$ cat src/rtl/qefm_pkg.sv
// Shared constants and types of the quantized elementwise fmod unit.
`default_nettype none

package qefm_pkg;

    // Fixed field widths of the channels
    localparam int FIELD_BITS   = 16;
    localparam int EXP_BITS     = 5;
    localparam int CFG_IDX_BITS = 2;

    // Alignment shift runs 0..31 (exponents -16..15)
    localparam int SHIFT_BITS = 5;
    localparam int MAX_ALIGN  = 31;

    // Output rescale amount, minimum exponent minus output exponent, -31..31
    localparam int SCALE_BITS = 6;

    // Width of the narrow saturation range
    localparam int NARROW_BITS = 8;

    // Configuration register indexes
    typedef enum logic [CFG_IDX_BITS-1:0] {
        REG_DIVIDEND_EXP = 2'd0,
        REG_DIVISOR_EXP  = 2'd1,
        REG_OUTPUT_EXP   = 2'd2,
        REG_NARROW       = 2'd3
    } cfg_reg_t;

    // Per-item control that travels with the remainder through the cells
    typedef struct packed {
        logic                  valid;
        logic                  last;
        logic                  neg;
        logic                  zero;
        logic [SHIFT_BITS-1:0] shift;
    } lane_ctrl_t;

endpackage

`default_nettype wire

$ cat src/rtl/qefm_front.sv
// Input stage: operand magnitudes and exponent alignment of the dividend.
`default_nettype none

module qefm_front #(
    parameter int DATA_BITS = 16,
    parameter int NUM_BITS  = 47
) (
    input  wire logic                                 clk,
    input  wire logic                                 rst_n,
    input  wire logic                                 en,
    input  wire logic                                 valid,
    input  wire logic [qefm_pkg::FIELD_BITS-1:0]      dividend,
    input  wire logic [qefm_pkg::FIELD_BITS-1:0]      divisor,
    input  wire logic                                 last,
    input  wire logic signed [qefm_pkg::EXP_BITS-1:0] dividend_exp,
    input  wire logic signed [qefm_pkg::EXP_BITS-1:0] divisor_exp,
    output qefm_pkg::lane_ctrl_t                      ctrl_o,
    output logic [NUM_BITS-1:0]                       num_o,
    output logic [DATA_BITS-1:0]                      div_o,
    output logic [DATA_BITS-1:0]                      low_o
);

    logic [DATA_BITS-1:0]                   x_bits;
    logic [DATA_BITS-1:0]                   y_bits;
    logic [DATA_BITS-1:0]                   a_mag;
    logic [DATA_BITS-1:0]                   b_mag;
    logic signed [qefm_pkg::SCALE_BITS-1:0] diff;
    logic signed [qefm_pkg::SCALE_BITS-1:0] neg_diff;
    logic                                   up_align;
    logic [qefm_pkg::SHIFT_BITS-1:0]        align;
    logic [NUM_BITS-1:0]                    a_wide;
    logic [DATA_BITS-1:0]                   low_mask;

    qefm_pkg::lane_ctrl_t ctrl_reg, ctrl_next;
    logic [NUM_BITS-1:0]  num_reg, num_next;
    logic [DATA_BITS-1:0] div_reg, div_next;
    logic [DATA_BITS-1:0] low_reg, low_next;

    // Magnitudes of the sign-extended low DATA_BITS bits
    always_comb
    begin
        x_bits = dividend[DATA_BITS-1:0];
        y_bits = divisor[DATA_BITS-1:0];
        a_mag  = x_bits[DATA_BITS-1] ? (~x_bits + 1'b1) : x_bits;
        b_mag  = y_bits[DATA_BITS-1] ? (~y_bits + 1'b1) : y_bits;
    end

    // Align to the smaller exponent. Dividend larger: shift the dividend up.
    // Divisor larger: divide the high part and rebuild with the low bits later.
    always_comb
    begin
        diff     = qefm_pkg::SCALE_BITS'(dividend_exp) - qefm_pkg::SCALE_BITS'(divisor_exp);
        neg_diff = -diff;
        up_align = !diff[qefm_pkg::SCALE_BITS-1];
        align    = up_align ? diff[qefm_pkg::SHIFT_BITS-1:0]
                            : neg_diff[qefm_pkg::SHIFT_BITS-1:0];
        a_wide   = NUM_BITS'(a_mag);
        low_mask = ~({DATA_BITS{1'b1}} << align);

        num_next = up_align ? (a_wide << align) : (a_wide >> align);
        low_next = up_align ? '0 : (a_mag & low_mask);
        div_next = b_mag;

        ctrl_next.valid = valid;
        ctrl_next.last  = last;
        ctrl_next.neg   = x_bits[DATA_BITS-1];
        ctrl_next.zero  = (b_mag == '0);
        ctrl_next.shift = up_align ? '0 : align;
    end

    // Control register
    always_ff @(posedge clk or negedge rst_n)
    begin
        if (!rst_n)
        begin
            ctrl_reg <= '0;
        end
        else if (en)
        begin
            ctrl_reg <= ctrl_next;
        end
    end

    // Payload registers
    always_ff @(posedge clk)
    begin
        if (en)
        begin
            num_reg <= num_next;
            div_reg <= div_next;
            low_reg <= low_next;
        end
    end

    assign ctrl_o = ctrl_reg;
    assign num_o  = num_reg;
    assign div_o  = div_reg;
    assign low_o  = low_reg;

endmodule

`default_nettype wire

$ cat config.mk
export PLATFORM = sky130hd
export DESIGN_NAME = qefm_front
export DESIGN_NICKNAME = d
export VERILOG_FILES = /design/src/rtl/qefm_pkg.sv /design/src/rtl/qefm_front.sv
export SDC_FILE = /design/constraint.sdc
export NUM_CORES = 1
export LEC_CHECK = 0
export ABC_AREA = 1
export BUFFER_PORTS_ARGS = -buffer_cell sky130_fd_sc_hd__clkbuf_2
export CAP_MARGIN = 20
export CORE_MARGIN = 2
export CORE_UTILIZATION = 55
export CTS_CLUSTER_DIAMETER = 60
export DETAILED_ROUTE_END_ITERATION = 10
export PLACE_DENSITY = 0.89
export SLEW_MARGIN = 15
export SYNTH_ARGS = -nofsm -noshare
export SYNTH_HDL_FRONTEND = slang
export SYNTH_SLANG_ARGS = --single-unit
$ cat constraint.sdc
create_clock -name clk -period 0.8 [get_ports clk]
set_clock_uncertainty 0.05 [all_clocks]
set_input_delay 0.24 -clock clk [delete_from_list [all_inputs] [get_ports clk]]
set_output_delay 0.24 -clock clk [all_outputs]
set_load 0.01 [all_outputs]
==> results_dict.tcl, run 1 <==
set metrics [dict create \
    status "aborted with a tool error" \
    stop_stage "5_1_grt" \
    error "[ERROR GRT-0232] Routing congestion too high. Check the congestion heatmap in the GUI." \
    routabilityCongestion 1.067 \
    synth_enable_flop_cells 79 \
    initial_utilization_pct 56.65 \
    yosysSeqAreaShare_pct 41.93 \
    yosysWarnings 0 \
    dp_hpwl_mm 17.74 \
    synth_area_um2 6195 \
    grt_usage_pct 104.9 \
    syn_nets 912 \
    syn_inst 856 \
    syn_avg_cell_area_um2 7.237 \
    die_w_um 110.1 \
    gr-total-overflow 1363 \
    cts_sinks 88 \
    portBuffers 134 \
    dp_slack_ns -2.064 \
    synth-seq-cells 88 \
    ios 135 \
    cts_buffers 9 \
    clk_path_buf_depth 2 \
    die_y_um 110.1 \
    crit_endpoint "num_o[24]$_SDFFCE_PN0P_/D" \
    htree_levels 3 \
    ys_dominant_reg_cell "edfxtp_1" \
    endpoint_type "register input" \
    synth.distinct_cells 39 \
    cts-root-buf "clkbuf_16" \
    ys_async_sr_fraction_pct 10.23 \
    grt_max_degree 60 \
    placedInstanceArea_um2 8499 \
    rows 38 \
]
-- synth_stat cells, drive strengths merged (8+ instances only) --
| master | instances | area share, % |
|---|---|---|
| nand2 | 278 | 17 |
| nand3 | 197 | 16 |
| inv | 84 | 5.1 |
| edfxtp | 79 | 38 |
| nor2 | 57 | 3.5 |
| a21oi | 33 | 2.8 |
| o21ai | 29 | 2.6 |
| buf | 24 | 2.4 |
| clkbuf | 13 | 0.79 |
| nor3 | 10 | 0.81 |
| dfrtp | 9 | 3.6 |
| ha | 8 | 1.6 |
| xor2 | 8 | 1.6 |
-- per-layer routing --
layer	GRT overflow	global-route usage, %
met1	11	89.00
met2	1000	142.9
met3	16	73.54
met4	334	125.1
met5	2	43.75
-- cell families after synthesis --
kind of cell / count (synthesis) / synth area share [%]
simple gates: 555 / 39.10
buf+inv: 121 / 8.301
flops: 88 / 41.93
compound gates: 72 / 6.625
xor+xnor: 11 / 2.101
fa+ha+maj: 9 / 1.939
-- stage by stage --
stage | cells | utilization [%]
2_1_floorplan | 856 | -
3_3_place_gp | 1272 | 77.72
4_1_cts | 1318 | 89.82
3_5_place_dp | 1272 | 77.72
-- repair_timing --
| action | CTS |
|---|---|
| hold buffers | 1 |
| resized for setup | 174 |
| endpoints found under the setup margin | 171 |
| setup buffers | 29 |
| gates cloned | 3 |
| pin swaps | 50 |
| endpoints found under the hold margin | 9 |
==> run 2, diff against run 1 <==
CORE_UTILIZATION = 40   (was 55)
CTS_CLUSTER_DIAMETER = default   (was 60)
PLACE_DENSITY = default   (was 0.89)
PLACE_DENSITY_LB_ADDON = 0.15   (was default)
==> run 2 against run 1 <==
  * The flow now finishes, with violations (negative setup slack)
  * Synthesized area is the same
  * Synthesized cell count is the same
==> results_dict.tcl, run 2 <==
set metrics [dict create \
    yosys.area.top_type_share_pct 38.30 \
    rows 45 \
    met3_usage_pct 3.825 \
    top_usage_layer "met2" \
    worstPathRequired_ns 0.86 \
    timing.max_cap.violations 0 \
    ys_dominant_reg_cell "edfxtp_1" \
    cts_sinks 88 \
    final_cell_area_um2 10340 \
    critPathArrivalTime_ns 2.43 \
    synth_enable_flop_cells 79 \
    p_leak_nw 4.978 \
    instances_no_fill 1375 \
    place_inst 1326 \
    finalHoldViolCount 0 \
    met2_usage_pct 45.65 \
    slew_headroom_pct 53.13 \
    drc 0 \
    core_um2 15150 \
    syn_avg_cell_area_um2 7.237 \
    synth_area_um2 6195 \
    grt_usage_pct 27.08 \
    syn_nets 912 \
    min_period_ns 2.372 \
    finalSetupViolations 171 \
    dp_slack_ns -2.006 \
    crit_path_start_kind "input port" \
    portBuffers 134 \
    grt_max_degree 46 \
    rr_worst_depth 4 \
    regToRegSetupSlack_ns -0.11 \
    power_density_nw_per_um2 2226 \
    clock_latency_ns 0.35 \
    yosysSeqAreaShare_pct 41.93 \
    grt_pass1_vias 6855 \
    initial_utilization_pct 40.90 \
    violations "negative setup slack" \
    antenna_found_initial 0 \
    yosysWarnings 0 \
    die_w_um 128.4 \
    layout_commonest_cell "nand2_1" \
    viasPerCell 5.329 \
    ys_async_sr_fraction_pct 10.23 \
    synth.largest_area_cell "edfxtp_1" \
    period_share_pct 296.5 \
    dp_hpwl_mm 16.81 \
    cts_buffers 9 \
    placedInstanceArea_um2 8705 \
    holdWs_ns 0.03312 \
    area_delta_synth_final_pct 66.96 \
    cts.clk_slew.worst_paths_ns 0.07 \
    nNetsFinal 1238 \
    peakVddDrop_mv 1.196 \
    gr-total-overflow 0 \
    drt_iter0_markers 738 \
    syn_inst 856 \
    dieArea_um2 16500 \
    ios 135 \
    synth_area_leaders "edfxtp_1, nand2_1, nand3_1" \
    drive_gt1_share_pct 47.60 \
    rsz0062_at_grt "yes" \
    fin_ws_ns -1.572 \
    status "complete, but fails checks" \
    die_y_um 128.4 \
    n_fill_cell 1226 \
    postRouteAntennaNets 0 \
    maxSlewViolCount 0 \
    clock.fmax_ghz 0.4216 \
    end_kind "flop" \
    htree_levels 3 \
    tightest_slew_ns 0.7005 \
    crit_fanout 13 \
    synth.distinct_cells 39 \
    drt_wl_total_mm 23.51 \
    largest_reg_flops 47 \
    yosysMostFrequentCell "nand2_1" \
    final_cell_mix "nand2_1, buf_4, nand3_1" \
    wl_per_cell_um 17.10 \
    min_path_cells 3 \
    synth-seq-cells 88 \
    routabilityCongestion 1.005 \
    cts_tree "yes" \
    grt_pass1_wl_mm 34.64 \
    clk_path_buf_depth 2 \
    cts-root-buf "clkbuf_16" \
    antennaDiodeCount 0 \
    synthTopCellsByCount "nand2_1, nand3_1, edfxtp_1" \
    path_class "input port to flop" \
    use_met1_pct 35.53 \
    vias 7327 \
    drt_pass1_iterations 5 \
    hp-class "input port to flop" \
]
run 2: path summary, 6_finish.rpt:
| path | startpoint | to |
|---|---|---|
| max in group asynchronous | rst_n | ctrl_o[4] |
| hold reg to reg | ctrl_o[5] | ctrl_o[5] |
| setup reg to reg | ctrl_o[1] | ctrl_o[1] |
| min in group asynchronous | rst_n | ctrl_o[1] |
| hold / removal | valid | ctrl_o[8] |
| setup / recovery | dividend_exp[0] | num_o[12] |
run 2: critical path: stages:
cell       delay, ns
clkbuf_16       0.13
inv_12          0.04
ha_4            0.12
inv_2           0.04
fa_2            0.53
inv_2           0.05
buf_4           0.12
buf_6           0.11
nand3_4         0.07
nand2_4         0.06
xor2_4          0.27
inv_2           0.10
buf_12          0.16
nand3_1         0.13
nand2_1         0.09
nand2_1         0.07
o21ai_1         0.07
run 2: timing repair:
item                                    CTS  global route
endpoints found under the setup margin  207           175
endpoints found under the hold margin     9             0
gates resized for setup                 128           116
hold buffers                              1             0
buffers inserted                         18            19
pin swaps                                33            31
cloned                                    0             3
run 2: kinds of logic after synthesis:
group / Yosys count / synth area share [%]
simple gates: 555 / 39.10
buf+inv: 121 / 8.301
flops: 88 / 41.93
compound gates: 72 / 6.625
xor+xnor: 11 / 2.101
fa+ha+maj: 9 / 1.939
run 2: area by class of cell:
cell class	count	area [um2]	area share (%)
multi-input cells	647	4059	39.25
repair buffers	352	2760	26.69
flip-flops and latches	88	2597	25.11
inverters	84	381.6	3.690
clock buffers	12	256.5	2.480
well taps	188	235.2	2.274
clock inverters	4	52.55	0.5081
run 2: per-layer routing:
layer,wire (um),vias to the layer above
met1,9463,3357
met4,909,0
met2,11330,373
met3,1805,74
met5,0,-
li1,-,3523
run 2: power by group:
part           internal, mW  switching [mW]
Clock                  2.59            1.80
Sequential             5.95           0.222
Combinational          5.28            7.18
Total                  13.8            9.20
run 2: metrics by stage:
step / utilization [%] / TNS [ns] / power, mW
floorplan: - / -103.08 / 11.84
global placement: 57.47 / -164.29 / 16.05
detailed placement: 57.47 / -167.69 / 16.08
CTS: 63.97 / -130.47 / 21.53
global route: 68.29 / -141.11 / 24.15
finish: 68.29 / -132.60 / 23.02
No activity file was read; power rests on OpenSTA's default activity.
==> run 3, diff against run 2 <==
PLACE_DENSITY = 0.7   (was default)
PLACE_DENSITY_LB_ADDON = default   (was 0.15)
==> run 3 against run 2 <==
  * The run still ends with negative setup slack left
  * Non-clock buffer count increased by 4
  * Largest cell class unchanged
  * Count of clock-buffer cells in the layout down 2
  * Die area unchanged
  * Critical path type unchanged
  * Wire length rose by 5.3%
  * Maximum frequency is 3.5% lower
==> results_dict.tcl, run 3 (same netlist as run 2, synthesis figures left out) <==
set metrics [dict create \
    status "complete, but fails checks" \
    violations "negative setup slack" \
    area_delta_synth_final_pct 68.71 \
    min_period_ns 2.459 \
    largest_reg_flops 47 \
    dieArea_um2 16500 \
    period_share_pct 307.3 \
    vias 7683 \
    die_y_um 128.4 \
    tightest_slew_ns 0.6313 \
    clock_latency_ns 0.34 \
    clkPwrFrac_pct 18.3 \
    p_total_mw 22.99 \
    dp_hpwl_mm 16.32 \
    peakVddDrop_mv 1.291 \
    antennaDiodeCount 0 \
    critPathArrivalTime_ns 2.52 \
    cts-root-buf "clkbuf_16" \
    drc 0 \
    drt_pass1_iterations 6 \
    swShare_pct 40.81 \
    rows 45 \
    nNetsFinal 1243 \
    placedInstanceArea_um2 8434 \
    routabilityCongestion 1.007 \
    gr-total-overflow 0 \
    timing.max_cap.violations 0 \
    grt_usage_pct 26.92 \
    cts_sinks 88 \
    intPower_mw 13.61 \
    htree_levels 3 \
    seq_power_share_pct 27.0 \
    hp-start "last" \
    maxSlewViolCount 0 \
    core_um2 15150 \
    ios 135 \
    instances_no_fill 1380 \
    fin_ws_ns -1.659 \
    die_w_um 128.4 \
    grt_pass1_vias 6898 \
    switching_power_mw 9.380 \
    cts_tree "yes" \
    cts_buffers 9 \
    path_class "input port to flop" \
    reg2reg_from "ctrl_o[5]" \
    postRouteAntennaNets 0 \
    final_core_util_pct 69.00 \
    antenna_found_initial 0 \
    viasPerCell 5.567 \
    worstPathRequired_ns 0.86 \
    grt_max_degree 49 \
    pwr-share-comb_pct 54.7 \
    startpoint "dividend_exp[0]" \
    cts.clk_slew.worst_paths_ns 0.07 \
    grt_pass1_wl_mm 34.49 \
    layout_commonest_cell "nand2_1" \
    finalHoldViolCount 0 \
    end_kind "flop" \
    p_leak_nw 5.027 \
    final_cell_area_um2 10450 \
    drive_gt1_share_pct 48.91 \
    drt_wl_total_mm 24.76 \
    power_density_nw_per_um2 2199 \
    initial_utilization_pct 40.90 \
    portBuffers 134 \
    place_inst 1300 \
    rsz0062_at_grt "yes" \
    crit_path_start_kind "input port" \
    slew_headroom_pct 57.76 \
    clock.fmax_ghz 0.4067 \
    final_cell_mix "nand2_1, buf_4, nand3_1" \
    finalSetupViolations 207 \
    setup-tns-final_ns -136.04 \
    wl_per_cell_um 17.94 \
    clk_path_buf_depth 2 \
    drt_iter0_markers 900 \
    hp-class "input port to flop" \
    crit_fanout 6 \
]
[run 3: cell types whose count changed in the layout (fill, tap and decap cells not counted), sizes merged]
| cell | delta |
|---|---|
| clkbuf | -3 |
| buf | +5 |
| nand2 | +1 |
| clkinvlp | -2 |
| clkinv | +3 |
| inv | +1 |
[run 3: final cells by class]
class	instances	area, um2
clock buffers	10	229.0
flip-flops and latches	88	2597
multi-input cells	648	4138
repair buffers	356	2808
inverters	84	384.1
clock inverters	6	60.06
well taps	188	235.2
fillers	1151	4695
[run 3: critical path: stages]
cell	delay, ns
clkbuf_16	0.13
inv_12	0.04
ha_4	0.11
inv_2	0.03
fa_2	0.54
inv_2	0.06
ha_4	0.16
xnor2_2	0.13
inv_2	0.09
nand2_2	0.08
o21ai_4	0.16
buf_4	0.18
nand3_1	0.10
nand3_1	0.15
nand3_1	0.15
nand2_1	0.10
inv_1	0.05
[run 3: routing by layer]
layer  wire length, um  up-vias  track usage, %  part of all wire, %
met4              1242        0           10.86                  5.0
met1              9030     3560           34.36                   36
met2             12050      503           46.15                   49
li1                  -     3530               -                    -
met3              2438       90           3.742                  9.8
met5                 0        -               0                    0
[run 3: worst paths after layout]
| path | depth (start not counted) | slack (ns) | to |
|---|---|---|---|
| worst min register to register | 2 | 0.43 | ctrl_o[7] |
| min in group asynchronous | 2 | 0.29 | ctrl_o[3] |
| worst max-delay path | 17 | -1.66 | num_o[30] |
| worst max register to register | 4 | -0.17 | ctrl_o[5] |
| max in group asynchronous | 2 | 0.21 | ctrl_o[6] |
| worst min-delay path | 3 | 0.05 | ctrl_o[7] |
[run 3: timing repair]
action,CTS,global route
hold buffers,1,0
gates cloned,1,4
setup endpoints to repair,206,217
hold endpoints to repair,9,0
gates resized for setup,136,139
pin swaps,33,39
buffers inserted,28,36
[run 3: per-stage QoR]
stage	hold WS [ns]	setup slack, ns
after floorplan	-0.1056	-1.540
final	0.05045	-1.659
after detailed placement	0.06235	-2.015
after CTS	0.04518	-1.553
after global placement	0.05811	-1.980
after global routing	0.06140	-1.767
[run 3: power by group through the flow]
stage          logic [mW]  clock network, mW  registers [mW]
2_1_floorplan        5.21                  0            6.63
3_3_place_gp         9.21                  0            6.27
3_5_place_dp         9.29                  0            6.30
4_1_cts              10.6               4.22            6.20
5_1_grt              13.4               4.37            6.25
6_report             12.6               4.21            6.20
