`config.mk`:
```
export PLATFORM = sky130hd
export DESIGN_NAME = qefm_cell
export DESIGN_NICKNAME = d
export VERILOG_FILES = /design/src/rtl/qefm_pkg.sv /design/src/rtl/qefm_cell.sv
export SDC_FILE = /design/constraint.sdc
export NUM_CORES = 1
export LEC_CHECK = 0
export BUFFER_PORTS_ARGS = -buffer_cell sky130_fd_sc_hd__buf_2
export CORE_MARGIN = 2
export CORE_UTILIZATION = 35
export DETAILED_ROUTE_END_ITERATION = 7
export PLACE_DENSITY = 0.66
export REMOVE_ABC_BUFFERS = 1
export SYNTH_ARGS = -nofsm -noshare
export SYNTH_HDL_FRONTEND = slang
export SYNTH_SLANG_ARGS = --single-unit
```
`constraint.sdc`:
```
create_clock -name clk -period 0.8 [get_ports clk]
set_input_delay 0.04 -clock clk [delete_from_list [all_inputs] [get_ports clk]]
set_output_delay 0.04 -clock clk [all_outputs]
set_load 0.01 [all_outputs]
```
`src/rtl/qefm_pkg.sv`:
```
// Shared constants and types of the quantized elementwise fmod unit.
`default_nettype none

package qefm_pkg;

    // Fixed field widths of the channels
    localparam int FIELD_BITS   = 16;
    localparam int EXP_BITS     = 5;
    localparam int CFG_IDX_BITS = 2;

    // Alignment shift runs 0..31 (exponents -16..15)
    localparam int SHIFT_BITS = 5;
    localparam int MAX_ALIGN  = 31;

    // Output rescale amount, minimum exponent minus output exponent, -31..31
    localparam int SCALE_BITS = 6;

    // Width of the narrow saturation range
    localparam int NARROW_BITS = 8;

    // Configuration register indexes
    typedef enum logic [CFG_IDX_BITS-1:0] {
        REG_DIVIDEND_EXP = 2'd0,
        REG_DIVISOR_EXP  = 2'd1,
        REG_OUTPUT_EXP   = 2'd2,
        REG_NARROW       = 2'd3
    } cfg_reg_t;

    // Per-item control that travels with the remainder through the cells
    typedef struct packed {
        logic                  valid;
        logic                  last;
        logic                  neg;
        logic                  zero;
        logic [SHIFT_BITS-1:0] shift;
    } lane_ctrl_t;

endpackage

`default_nettype wire

```
`src/rtl/qefm_cell.sv`:
```
// One restoring-division cell: takes one dividend bit, holds one partial remainder.
`default_nettype none

module qefm_cell #(
    parameter int DATA_BITS = 16,
    parameter int NUM_BITS  = 47
) (
    input  wire logic                 clk,
    input  wire logic                 rst_n,
    input  wire logic                 en,
    input  wire qefm_pkg::lane_ctrl_t ctrl_i,
    input  wire logic [NUM_BITS-1:0]  num_i,
    input  wire logic [DATA_BITS-1:0] div_i,
    input  wire logic [DATA_BITS-1:0] rem_i,
    input  wire logic [DATA_BITS-1:0] low_i,
    output qefm_pkg::lane_ctrl_t      ctrl_o,
    output logic [NUM_BITS-1:0]       num_o,
    output logic [DATA_BITS-1:0]      div_o,
    output logic [DATA_BITS-1:0]      rem_o,
    output logic [DATA_BITS-1:0]      low_o
);

    logic [DATA_BITS-1:0] trial;
    logic                 fits;

    qefm_pkg::lane_ctrl_t ctrl_reg;
    logic [NUM_BITS-1:0]  num_reg, num_next;
    logic [DATA_BITS-1:0] div_reg;
    logic [DATA_BITS-1:0] rem_reg, rem_next;
    logic [DATA_BITS-1:0] low_reg;

    // Shift in the next dividend bit, subtract the divisor when it fits
    always_comb
    begin
        trial    = {rem_i[DATA_BITS-2:0], num_i[NUM_BITS-1]};
        fits     = (trial >= div_i);
        rem_next = fits ? (trial - div_i) : trial;
        num_next = num_i << 1;
    end

    // Control register
    always_ff @(posedge clk or negedge rst_n)
    begin
        if (!rst_n)
        begin
            ctrl_reg <= '0;
        end
        else if (en)
        begin
            ctrl_reg <= ctrl_i;
        end
    end

    // Payload registers
    always_ff @(posedge clk)
    begin
        if (en)
        begin
            num_reg <= num_next;
            div_reg <= div_i;
            rem_reg <= rem_next;
            low_reg <= low_i;
        end
    end

    assign ctrl_o = ctrl_reg;
    assign num_o  = num_reg;
    assign div_o  = div_reg;
    assign rem_o  = rem_reg;
    assign low_o  = low_reg;

endmodule

`default_nettype wire

```
==> results of run 1 <==
routing by layer:
layer / track usage / vias up / share of wire
met4: 0.06748 / 0 / 0.025
li1: - / 1733 / -
met5: 0 / - / 0
met3: 0.05188 / 23 / 0.060
met1: 0.2165 / 1722 / 0.38
met2: 0.3619 / 137 / 0.53
layout make-up:
type / count / share of cell area
flip-flops and latches: 103 / 0.4201
repair buffers: 358 / 0.3406
multi-input cells: 137 / 0.1649
clock buffers: 9 / 0.03105
well taps: 147 / 0.02535
inverters: 20 / 0.01069
clock inverters: 7 / 0.007244
stage by stage:
step | utilization | instance area [µm²]
after floorplan | - | 4214
after global placement | 0.4930 | 5872
after detailed placement | 0.4930 | 5872
after CTS | 0.6007 | 7156
after global routing | 0.6090 | 7254
final | 0.6090 | 7254
final timing paths:
| check | startpoint | to | slack (ns) |
|---|---|---|---|
| min in group asynchronous | rst_n | ctrl_o[7] | 0.08 |
| worst max-delay path | num_i[46] | rem_o[8] | -0.96 |
| worst max register to register | ctrl_o[2] | ctrl_o[2] | -0.11 |
| worst min register to register | ctrl_o[8] | ctrl_o[8] | 0.50 |
| max in group asynchronous | rst_n | ctrl_o[6] | 0.53 |
| worst min-delay path | rem_i[11] | rem_o[12] | 0.01 |
kinds of logic (layout without fill, tap and decap cells):
logic type | Yosys count | in the layout
compound gates | 54 | 54
xor+xnor | 7 | 7
fa+ha+maj | 17 | 17
buf+inv | 25 | 394
flops | 103 | 103
mux | 19 | 19
other cells | 1 | 1
simple gates | 39 | 39
what timing repair did:
| item | in CTS | in global routing |
|---|---|---|
| gates resized for setup | 24 | 17 |
| hold endpoints to repair | 96 | 0 |
| hold buffers | 88 | 0 |
| buffers inserted | 4 | 4 |
| pin swaps | 9 | 12 |
| endpoints found under the setup margin | 119 | 122 |
power by group through the flow:
stage	logic (mW)	clock network, mW	registers [mW]
2_1_floorplan	0.839	0	6.95
3_3_place_gp	2.47	0	6.67
3_5_place_dp	2.51	0	6.68
4_1_cts	2.99	4.23	6.57
5_1_grt	3.33	4.45	6.63
6_report	3.08	4.13	6.59
sequential cells by signal (all words and copies together) (netlist names):
name and count:
low_o 16, rem_o 16, div_o 16, ctrl_o 9, num_o 46
cell usage in the layout (no fill, tap or decap), types with 2 or more instances in the layout:
| cell type | n |
|---|---|
| buf_6 | 9 |
| dfrtp_1 | 9 |
| dlygate4sd3_1 | 88 |
| nor2_1 | 11 |
| inv_6 | 3 |
| a211oi_1 | 2 |
| inv_2 | 3 |
| buf_4 | 57 |
| nor2b_1 | 3 |
| edfxtp_1 | 94 |
| nor2_4 | 2 |
| a21oi_1 | 10 |
| clkinv_2 | 2 |
| a211o_1 | 2 |
| inv_1 | 16 |
| o21a_1 | 4 |
| a21oi_2 | 2 |
| o31ai_1 | 2 |
| ha_1 | 12 |
| o211ai_1 | 2 |
| nor2b_2 | 2 |
| xor2_1 | 4 |
| o21ai_0 | 9 |
| o21bai_1 | 2 |
| a21o_1 | 2 |
| buf_12 | 2 |
| a31o_2 | 3 |
| clkbuf_16 | 9 |
| mux2_4 | 11 |
| or3_1 | 3 |
| mux2_2 | 7 |
| nand2_1 | 10 |
| xnor2_1 | 3 |
| a31oi_1 | 3 |
| buf_2 | 201 |
| ha_4 | 4 |
==> flow_summary.ini, run 1 <==
[status]
status = complete, but fails checks
violations = setup timing

[power]
p_sw_frac = 0.2572
p_per_area_mw_per_mm2 = 1902
peakVddDrop_mv = 0.8645
pwr-share-clk = 0.299
p_comb_frac = 0.223
leakage_nw = 3.262
finalPower_mw = 13.80
intPower_mw = 10.25
switchingPower_mw = 3.549
p_seq_frac = 0.478

[worst_setup_path]
end_kind = register
cp_cell_sequence = buf_8, inv_4, ha_4, fa_2, nor2b_2, o31a_1, o41ai_2, a21oi_2, buf_6, mux2_4
crit_type = in -> reg
cp_data_arrival_time_ns = 1.85
cp.depth = 10
crit_buf_inv = 3
path_delay_family = compound AO/OA/AOI/OAI gates
worstPathRequired_ns = 0.89
critPathSlowestCell = o31a_1
start_kind = input port
slowest_delay_ns = 0.35
path_max_fanout = 8
rr_worst_depth = 2

[cts]
clkTransAtPathRegs_ns = 0.07
h-tree-depth = 3
clk_latency_ns = 0.34
tritoncts = done
cts_buffer_depth = 2
cts_root_buffer = clkbuf_16
cts-buffers-inserted = 9
clkSinkCount = 103

[timing]
setup_viol = 121
min_period_over_period = 2.196
fmax_mhz = 569.3
period_needed_ns = 1.757
fin_ws_ns = -0.9566
skew_ns = 0
finalSetupTns_ns = -25.89
whs_ns = 0.01453
hold_viol = 0
slew_viol_final = 0
rsz0062_at_grt = yes

[yosys]
yosys.area_share.simple = 0.04362
synth_area_mm2 = 0.004245
synthTopCellsByArea = edfxtp_1 66%, dfrtp_1 5.3%, ha_1 4.7%, mux2_4 3.2%, mux2_2 2.4%
synth.most_common_cell = edfxtp_1
ys_types = 47
synth_edf_count = 94
synth.largest_area_cell = edfxtp_1
synthArstFlopShare = 0.08738
syn_inst = 265
synth_area_per_cell_um2 = 16.02
ys_ff_latch = 103
yosysSeqAreaShare = 0.7179
synthXorXnorAreaFrac = 0.01444
synth_compound_area_frac = 0.08812
synth_top_family_by_area = compound AO/OA/AOI/OAI gates
synthAdderAreaFrac = 0.05187
synth_flop_cell = edfxtp_1
ys_warn_count = 0
synth.area.mux_share = 0.05806
synthTopCellsByCount = 94 x edfxtp_1, 20 x inv_1, 16 x ha_1
synth.top_cell.area_share = 0.6649

[cells_and_area]
num-nets-final = 753
nFillCells = 948
layout.cells.non_filler = 781
seq_area_mm2 = 0.003048
n_antenna_cell = 0
area_growth_pct = 70.88
drive_above_1_share = 0.5189
multi_input_area_mm2 = 0.001196

[global_route]
grt_usage = 0.1956
grt_pass1_vias = 3638
grt_max_degree = 48
antenna_found_initial = 0
grt_overflow = 0
grt_pass1_wl_um = 19150

[route]
avgViaCountPerCell = 4.629
wirelength_um = 13190
num_vias = 3615
routedWlPerCell_um = 16.88
detail_route.drc_violations = 0
drtAntennaViolNets = 0
dr.pass1.iters = 4
drt_iter0_markers = 193

[die]
initial_core_util = 0.3564
row_count = 40
die_y_um = 114.1
ios = 211
die_x_um = 114.1
die-area_mm2 = 0.01303
core_area_mm2 = 0.01191

[placed_design]
dp.cells = 669
dp_slack_ns = -1.421
gp_congestion = 0.8283
port_buffers = 208
dp_hpwl_um = 8821

[worst_hold_path]
hp-class = in -> reg
hold_depth = 2

[run]
max_cap_viol_count = 0
Note: power is estimated with default switching activity, not from simulation.
==> run 2, diff against run 1 <==
--- a/config.mk
+++ b/config.mk
@@ -9,8 +9,10 @@
 export CORE_MARGIN = 2
 export CORE_UTILIZATION = 35
 export DETAILED_ROUTE_END_ITERATION = 7
+export GPL_ROUTABILITY_DRIVEN = 0
 export PLACE_DENSITY = 0.66
 export REMOVE_ABC_BUFFERS = 1
+export SETUP_SLACK_MARGIN = 0.3
 export SYNTH_ARGS = -nofsm -noshare
 export SYNTH_HDL_FRONTEND = slang
 export SYNTH_SLANG_ARGS = --single-unit
==> flow_summary.ini, run 2 (same netlist as run 1, synthesis figures left out) <==
[cells_and_area]
final_common_cell = buf_2
final_cell_mix = 202 x buf_2, 94 x edfxtp_1, 57 x buf_4
fin_util = 0.5351
layout.cells.non_filler = 694
drive_above_1_share = 0.6015
area_growth_pct = 50.13
largest_reg_flops = 46
n_antenna_cell = 0
num-nets-final = 666

[timing]
setup_viol = 121
hold_viol = 87
fin_ws_ns = -0.9569
fmax_mhz = 569.2
whs_ns = -0.1360
skew_ns = 0
rsz0062_at_grt = yes
min_period_over_period = 2.196
slew_viol_final = 0
period_needed_ns = 1.757

[status]
violations = hold timing, setup timing
status = complete, but fails checks

[power]
leakage_nw = 2.893
p_sw_frac = 0.2556
intPower_mw = 9.959
p_seq_frac = 0.491
finalPower_mw = 13.38
peakVddDrop_mv = 0.8835
pwr-share-clk = 0.308
switchingPower_mw = 3.420
p_comb_frac = 0.202
p_per_area_mw_per_mm2 = 2099

[worst_hold_path]
min_to = num_o[13]
hp-start = num_i[12]
hold_depth = 1
hp-class = in -> reg

[cts]
clk_latency_ns = 0.34
cts_root_buffer = clkbuf_16
clkSinkCount = 103
postCtsHoldBufs = 1
cts-buffers-inserted = 9
clkTransAtPathRegs_ns = 0.07
h-tree-depth = 3
cts_buffer_depth = 2
tritoncts = done

[global_route]
grt_pass1_wl_um = 16340
grt_usage = 0.1676
grt_max_degree = 48
antenna_found_initial = 0
grt_overflow = 0
grt_pass1_vias = 3197

[route]
drt_iter0_markers = 258
drtAntennaViolNets = 0
dr.pass1.iters = 6
num_vias = 3225
wirelength_um = 11340
avgViaCountPerCell = 4.647
detail_route.drc_violations = 0
routedWlPerCell_um = 16.34

[worst_setup_path]
crit_type = in -> reg
r2r_slack_ns = -0.09
end_kind = register
path_delay_family = compound AO/OA/AOI/OAI gates
slowest_delay_ns = 0.35
start_kind = input port
crit_buf_inv = 3
r2r-start = ctrl_o[6]
rr_worst_depth = 2
reg2reg_to = ctrl_o[6]
cp_data_arrival_time_ns = 1.85
startpoint = num_i[46]
critPathSlowestCell = o31a_1
cp_cell_sequence = buf_8, inv_4, ha_4, fa_2, nor2b_2, o31a_1, o41ai_2, a21oi_2, buf_6, mux2_4
worstPathRequired_ns = 0.90
path_max_fanout = 8

[die]
ios = 211
die_x_um = 114.1
core_area_mm2 = 0.01191
die-area_mm2 = 0.01303
initial_core_util = 0.3564
die_y_um = 114.1
row_count = 40

[run]
max_cap_viol_count = 0

[placed_design]
dp_hpwl_um = 8821
port_buffers = 208
dp.cells = 669
==> run 2: cell types whose count changed in the layout (fill, tap and decap cells not counted) <==
cell / change
buf_6: -1
mux2_2: +1
mux2_4: -1
buf_2: +1
dlygate4sd3_1: -87
==> run 2: worst max path at each step <==
stage                      to  slack (ns)  cells past startpoint
floorplan           rem_o[11]       -1.68                      8
global placement     rem_o[8]       -1.41                     10
detailed placement   rem_o[8]       -1.42                     10
CTS                 rem_o[15]       -0.96                     10
global route        rem_o[12]       -1.05                     10
finish               rem_o[8]       -0.96                     10
==> run 2: final cells by class <==
cell class,count,area [µm²]
Inverter,20,77.57
Clock inverter,7,52.55
Fill cell,1065,5538
Clock buffer,9,225.2
Tap cell,147,183.9
Timing Repair Buffer,271,1594
Multi-Input combinational cell,137,1192
Sequential cell,103,3048
==> run 2: layer usage <==
| metal | share of wire | track usage |
|---|---|---|
| met1 | 0.37 | 0.1825 |
| met2 | 0.53 | 0.3079 |
| met3 | 0.070 | 0.04923 |
| met4 | 0.026 | 0.06179 |
| met5 | 0 | 0 |
==> run 2: what timing repair did <==
action                     CTS  global route
setup endpoints to repair  128           128
hold endpoints to repair    96            87
resized for setup           24            14
pin swaps                    9            12
buffers inserted             4             4
==> run 2: metrics by stage <==
stage / hold slack [ns] / area (µm²) / TNS (ns) / worst slack, ns
after floorplan: -0.2556 / 4214 / -26.15 / -1.675
after global placement: -0.1031 / 5872 / -21.53 / -1.415
after detailed placement: -0.1007 / 5872 / -22.34 / -1.421
after CTS: -0.1486 / 6285 / -26.99 / -0.9648
after global routing: -0.1507 / 6374 / -30.44 / -1.054
final: -0.1360 / 6374 / -25.20 / -0.9569
==> run 2: power by group through the flow <==
stage               Sequential, mW  Combinational, mW  Clock [mW]
floorplan                     6.95              0.839           0
global placement              6.67               2.47           0
detailed placement            6.68               2.51           0
CTS                           6.57               2.65        4.23
global route                  6.61               2.93        4.43
finish                        6.56               2.70        4.12
==> run 3, diff against run 2 <==
--- a/config.mk
+++ b/config.mk
@@ -10,9 +10,8 @@
 export CORE_UTILIZATION = 35
 export DETAILED_ROUTE_END_ITERATION = 7
 export GPL_ROUTABILITY_DRIVEN = 0
-export PLACE_DENSITY = 0.66
+export PLACE_DENSITY_LB_ADDON = 0.25
 export REMOVE_ABC_BUFFERS = 1
-export SETUP_SLACK_MARGIN = 0.3
 export SYNTH_ARGS = -nofsm -noshare
 export SYNTH_HDL_FRONTEND = slang
 export SYNTH_SLANG_ARGS = --single-unit
==> flow_summary.ini, run 3 (same netlist as run 1, synthesis figures left out) <==
[timing]
skew_ns = 0
slew_viol_final = 0
hold_viol = 0
setup_viol = 120
fmax_mhz = 563.4
fin_ws_ns = -0.9749
period_needed_ns = 1.775
rsz0062_at_grt = yes
min_period_over_period = 2.219

[worst_setup_path]
slowest_delay_ns = 0.35
worstPathRequired_ns = 0.90
critPathSlowestCell = fa_2
start_kind = input port
path_max_fanout = 5
cp_cell_sequence = buf_8, ha_4, fa_2, nor2b_2, o31a_1, o41ai_2, a21oi_2, buf_6, mux2_4
crit_buf_inv = 2
cp_data_arrival_time_ns = 1.88
r2r_slack_ns = -0.06
crit_type = in -> reg
end_kind = register
path_delay_family = compound AO/OA/AOI/OAI gates

[cells_and_area]
largest_reg_flops = 46
seq_area_mm2 = 0.003048
final_cell_mix = 204 x buf_2, 94 x edfxtp_1, 88 x dlygate4sd3_1
nFillCells = 934
layout.cells.non_filler = 782
area_growth_pct = 70.94
n_antenna_cell = 0
final_common_cell = buf_2
num-nets-final = 754
multi_input_area_mm2 = 0.001190
drive_above_1_share = 0.5181

[route]
drt-met1-wl_um = 4727
met2_length_um = 6617
routedWlPerCell_um = 16.11
drtAntennaViolNets = 0
avgViaCountPerCell = 4.632
detail_route.drc_violations = 0
drt_iter0_markers = 235
highest_layer = met4
dr.pass1.iters = 4
wirelength_um = 12600
num_vias = 3622
dr_wl_met3_um = 948

[status]
status = complete, but fails checks
violations = setup timing

[global_route]
grt_max_degree = 57
grt_overflow = 0
grt_pass1_vias = 3731
grt_pass1_wl_um = 18770
grt_usage = 0.1894
antenna_found_initial = 0

[power]
leakage_nw = 3.249
finalPower_mw = 13.81
p_per_area_mw_per_mm2 = 1904
peakVddDrop_mv = 0.8756

[cts]
clk_latency_ns = 0.34
cts-buffers-inserted = 9
clkTransAtPathRegs_ns = 0.07
cts_root_buffer = clkbuf_16
cts_buffer_depth = 2
clkSinkCount = 103
tritoncts = done
h-tree-depth = 3

[run]
max_cap_viol_count = 0

[placed_design]
port_buffers = 208
dp_slack_ns = -1.465
dp_hpwl_um = 8339
dp.cells = 673

[worst_hold_path]
hp-class = in -> reg

[die]
core_area_mm2 = 0.01191
initial_core_util = 0.3564
die-area_mm2 = 0.01303
die_y_um = 114.1
die_x_um = 114.1
row_count = 40
ios = 211
run 3: changes by cell type in the layout (fill, tap and decap cells not counted), moves of 2 or more:
cell and delta:
buf_2 +2, buf_6 -3, dlygate4sd3_1 +87, inv_6 -3
inv_8 +2, o21ai_0 -2
run 3: through the flow:
| step | area [µm²] | TNS [ns] | hold WS, ns | util |
|---|---|---|---|---|
| floorplan | 4214 | -26.15 | -0.2556 | - |
| global placement | 5914 | -22.16 | -0.1047 | 0.4965 |
| detailed placement | 5914 | -23.04 | -0.1032 | 0.4965 |
| CTS | 7232 | -27.45 | -0.001813 | 0.6071 |
| global route | 7257 | -30.71 | 0.01213 | 0.6092 |
| finish | 7257 | -26.15 | 0.01317 | 0.6092 |
run 3: layout make-up:
cell class,instances,area share
sequential,103,0.4200
inverter,20,0.01069
clock inverter,7,0.007759
multi-input combinational,137,0.1640
timing repair buffer,359,0.3412
tap,147,0.02534
clock buffer,9,0.03103
run 3: timing repair:
item / in CTS / in global routing
gates resized for setup: 27 / 8
hold buffers: 88 / 0
gates cloned: 1 / 0
pin swaps: 15 / 10
setup buffers: 4 / 0
setup endpoints to repair: 119 / 121
hold endpoints to repair: 97 / 0
run 3: layer usage:
layer / vias to the layer above / global-route usage
met3: 21 / 0.04923
met4: 0 / 0.07886
met5: - / 0
met1: 1709 / 0.2010
met2: 149 / 0.3544
li1: 1743 / -
run 3: worst paths after layout:
| check | start | end | depth (start not counted) |
|---|---|---|---|
| hold reg to reg | ctrl_o[6] | ctrl_o[6] | 1 |
| min in group asynchronous | rst_n | ctrl_o[8] | 2 |
| max in group asynchronous | rst_n | ctrl_o[7] | 2 |
| setup / recovery | div_i[0] | rem_o[4] | 9 |
| setup reg to reg | ctrl_o[0] | ctrl_o[0] | 2 |
| hold / removal | rem_i[10] | rem_o[11] | 2 |
run 3: worst register-to-register path, cell delays in order, from the launching register on:
cell and delay (ns):
dfrtp_1 0.38, buf_4 0.13, mux2_2 0.25
run 3: where the power goes:
part	internal, mW	total [mW]	switching, mW
Combinational	1.66	3.04	1.38
Sequential	6.43	6.57	0.143
Clock	2.15	4.21	2.06
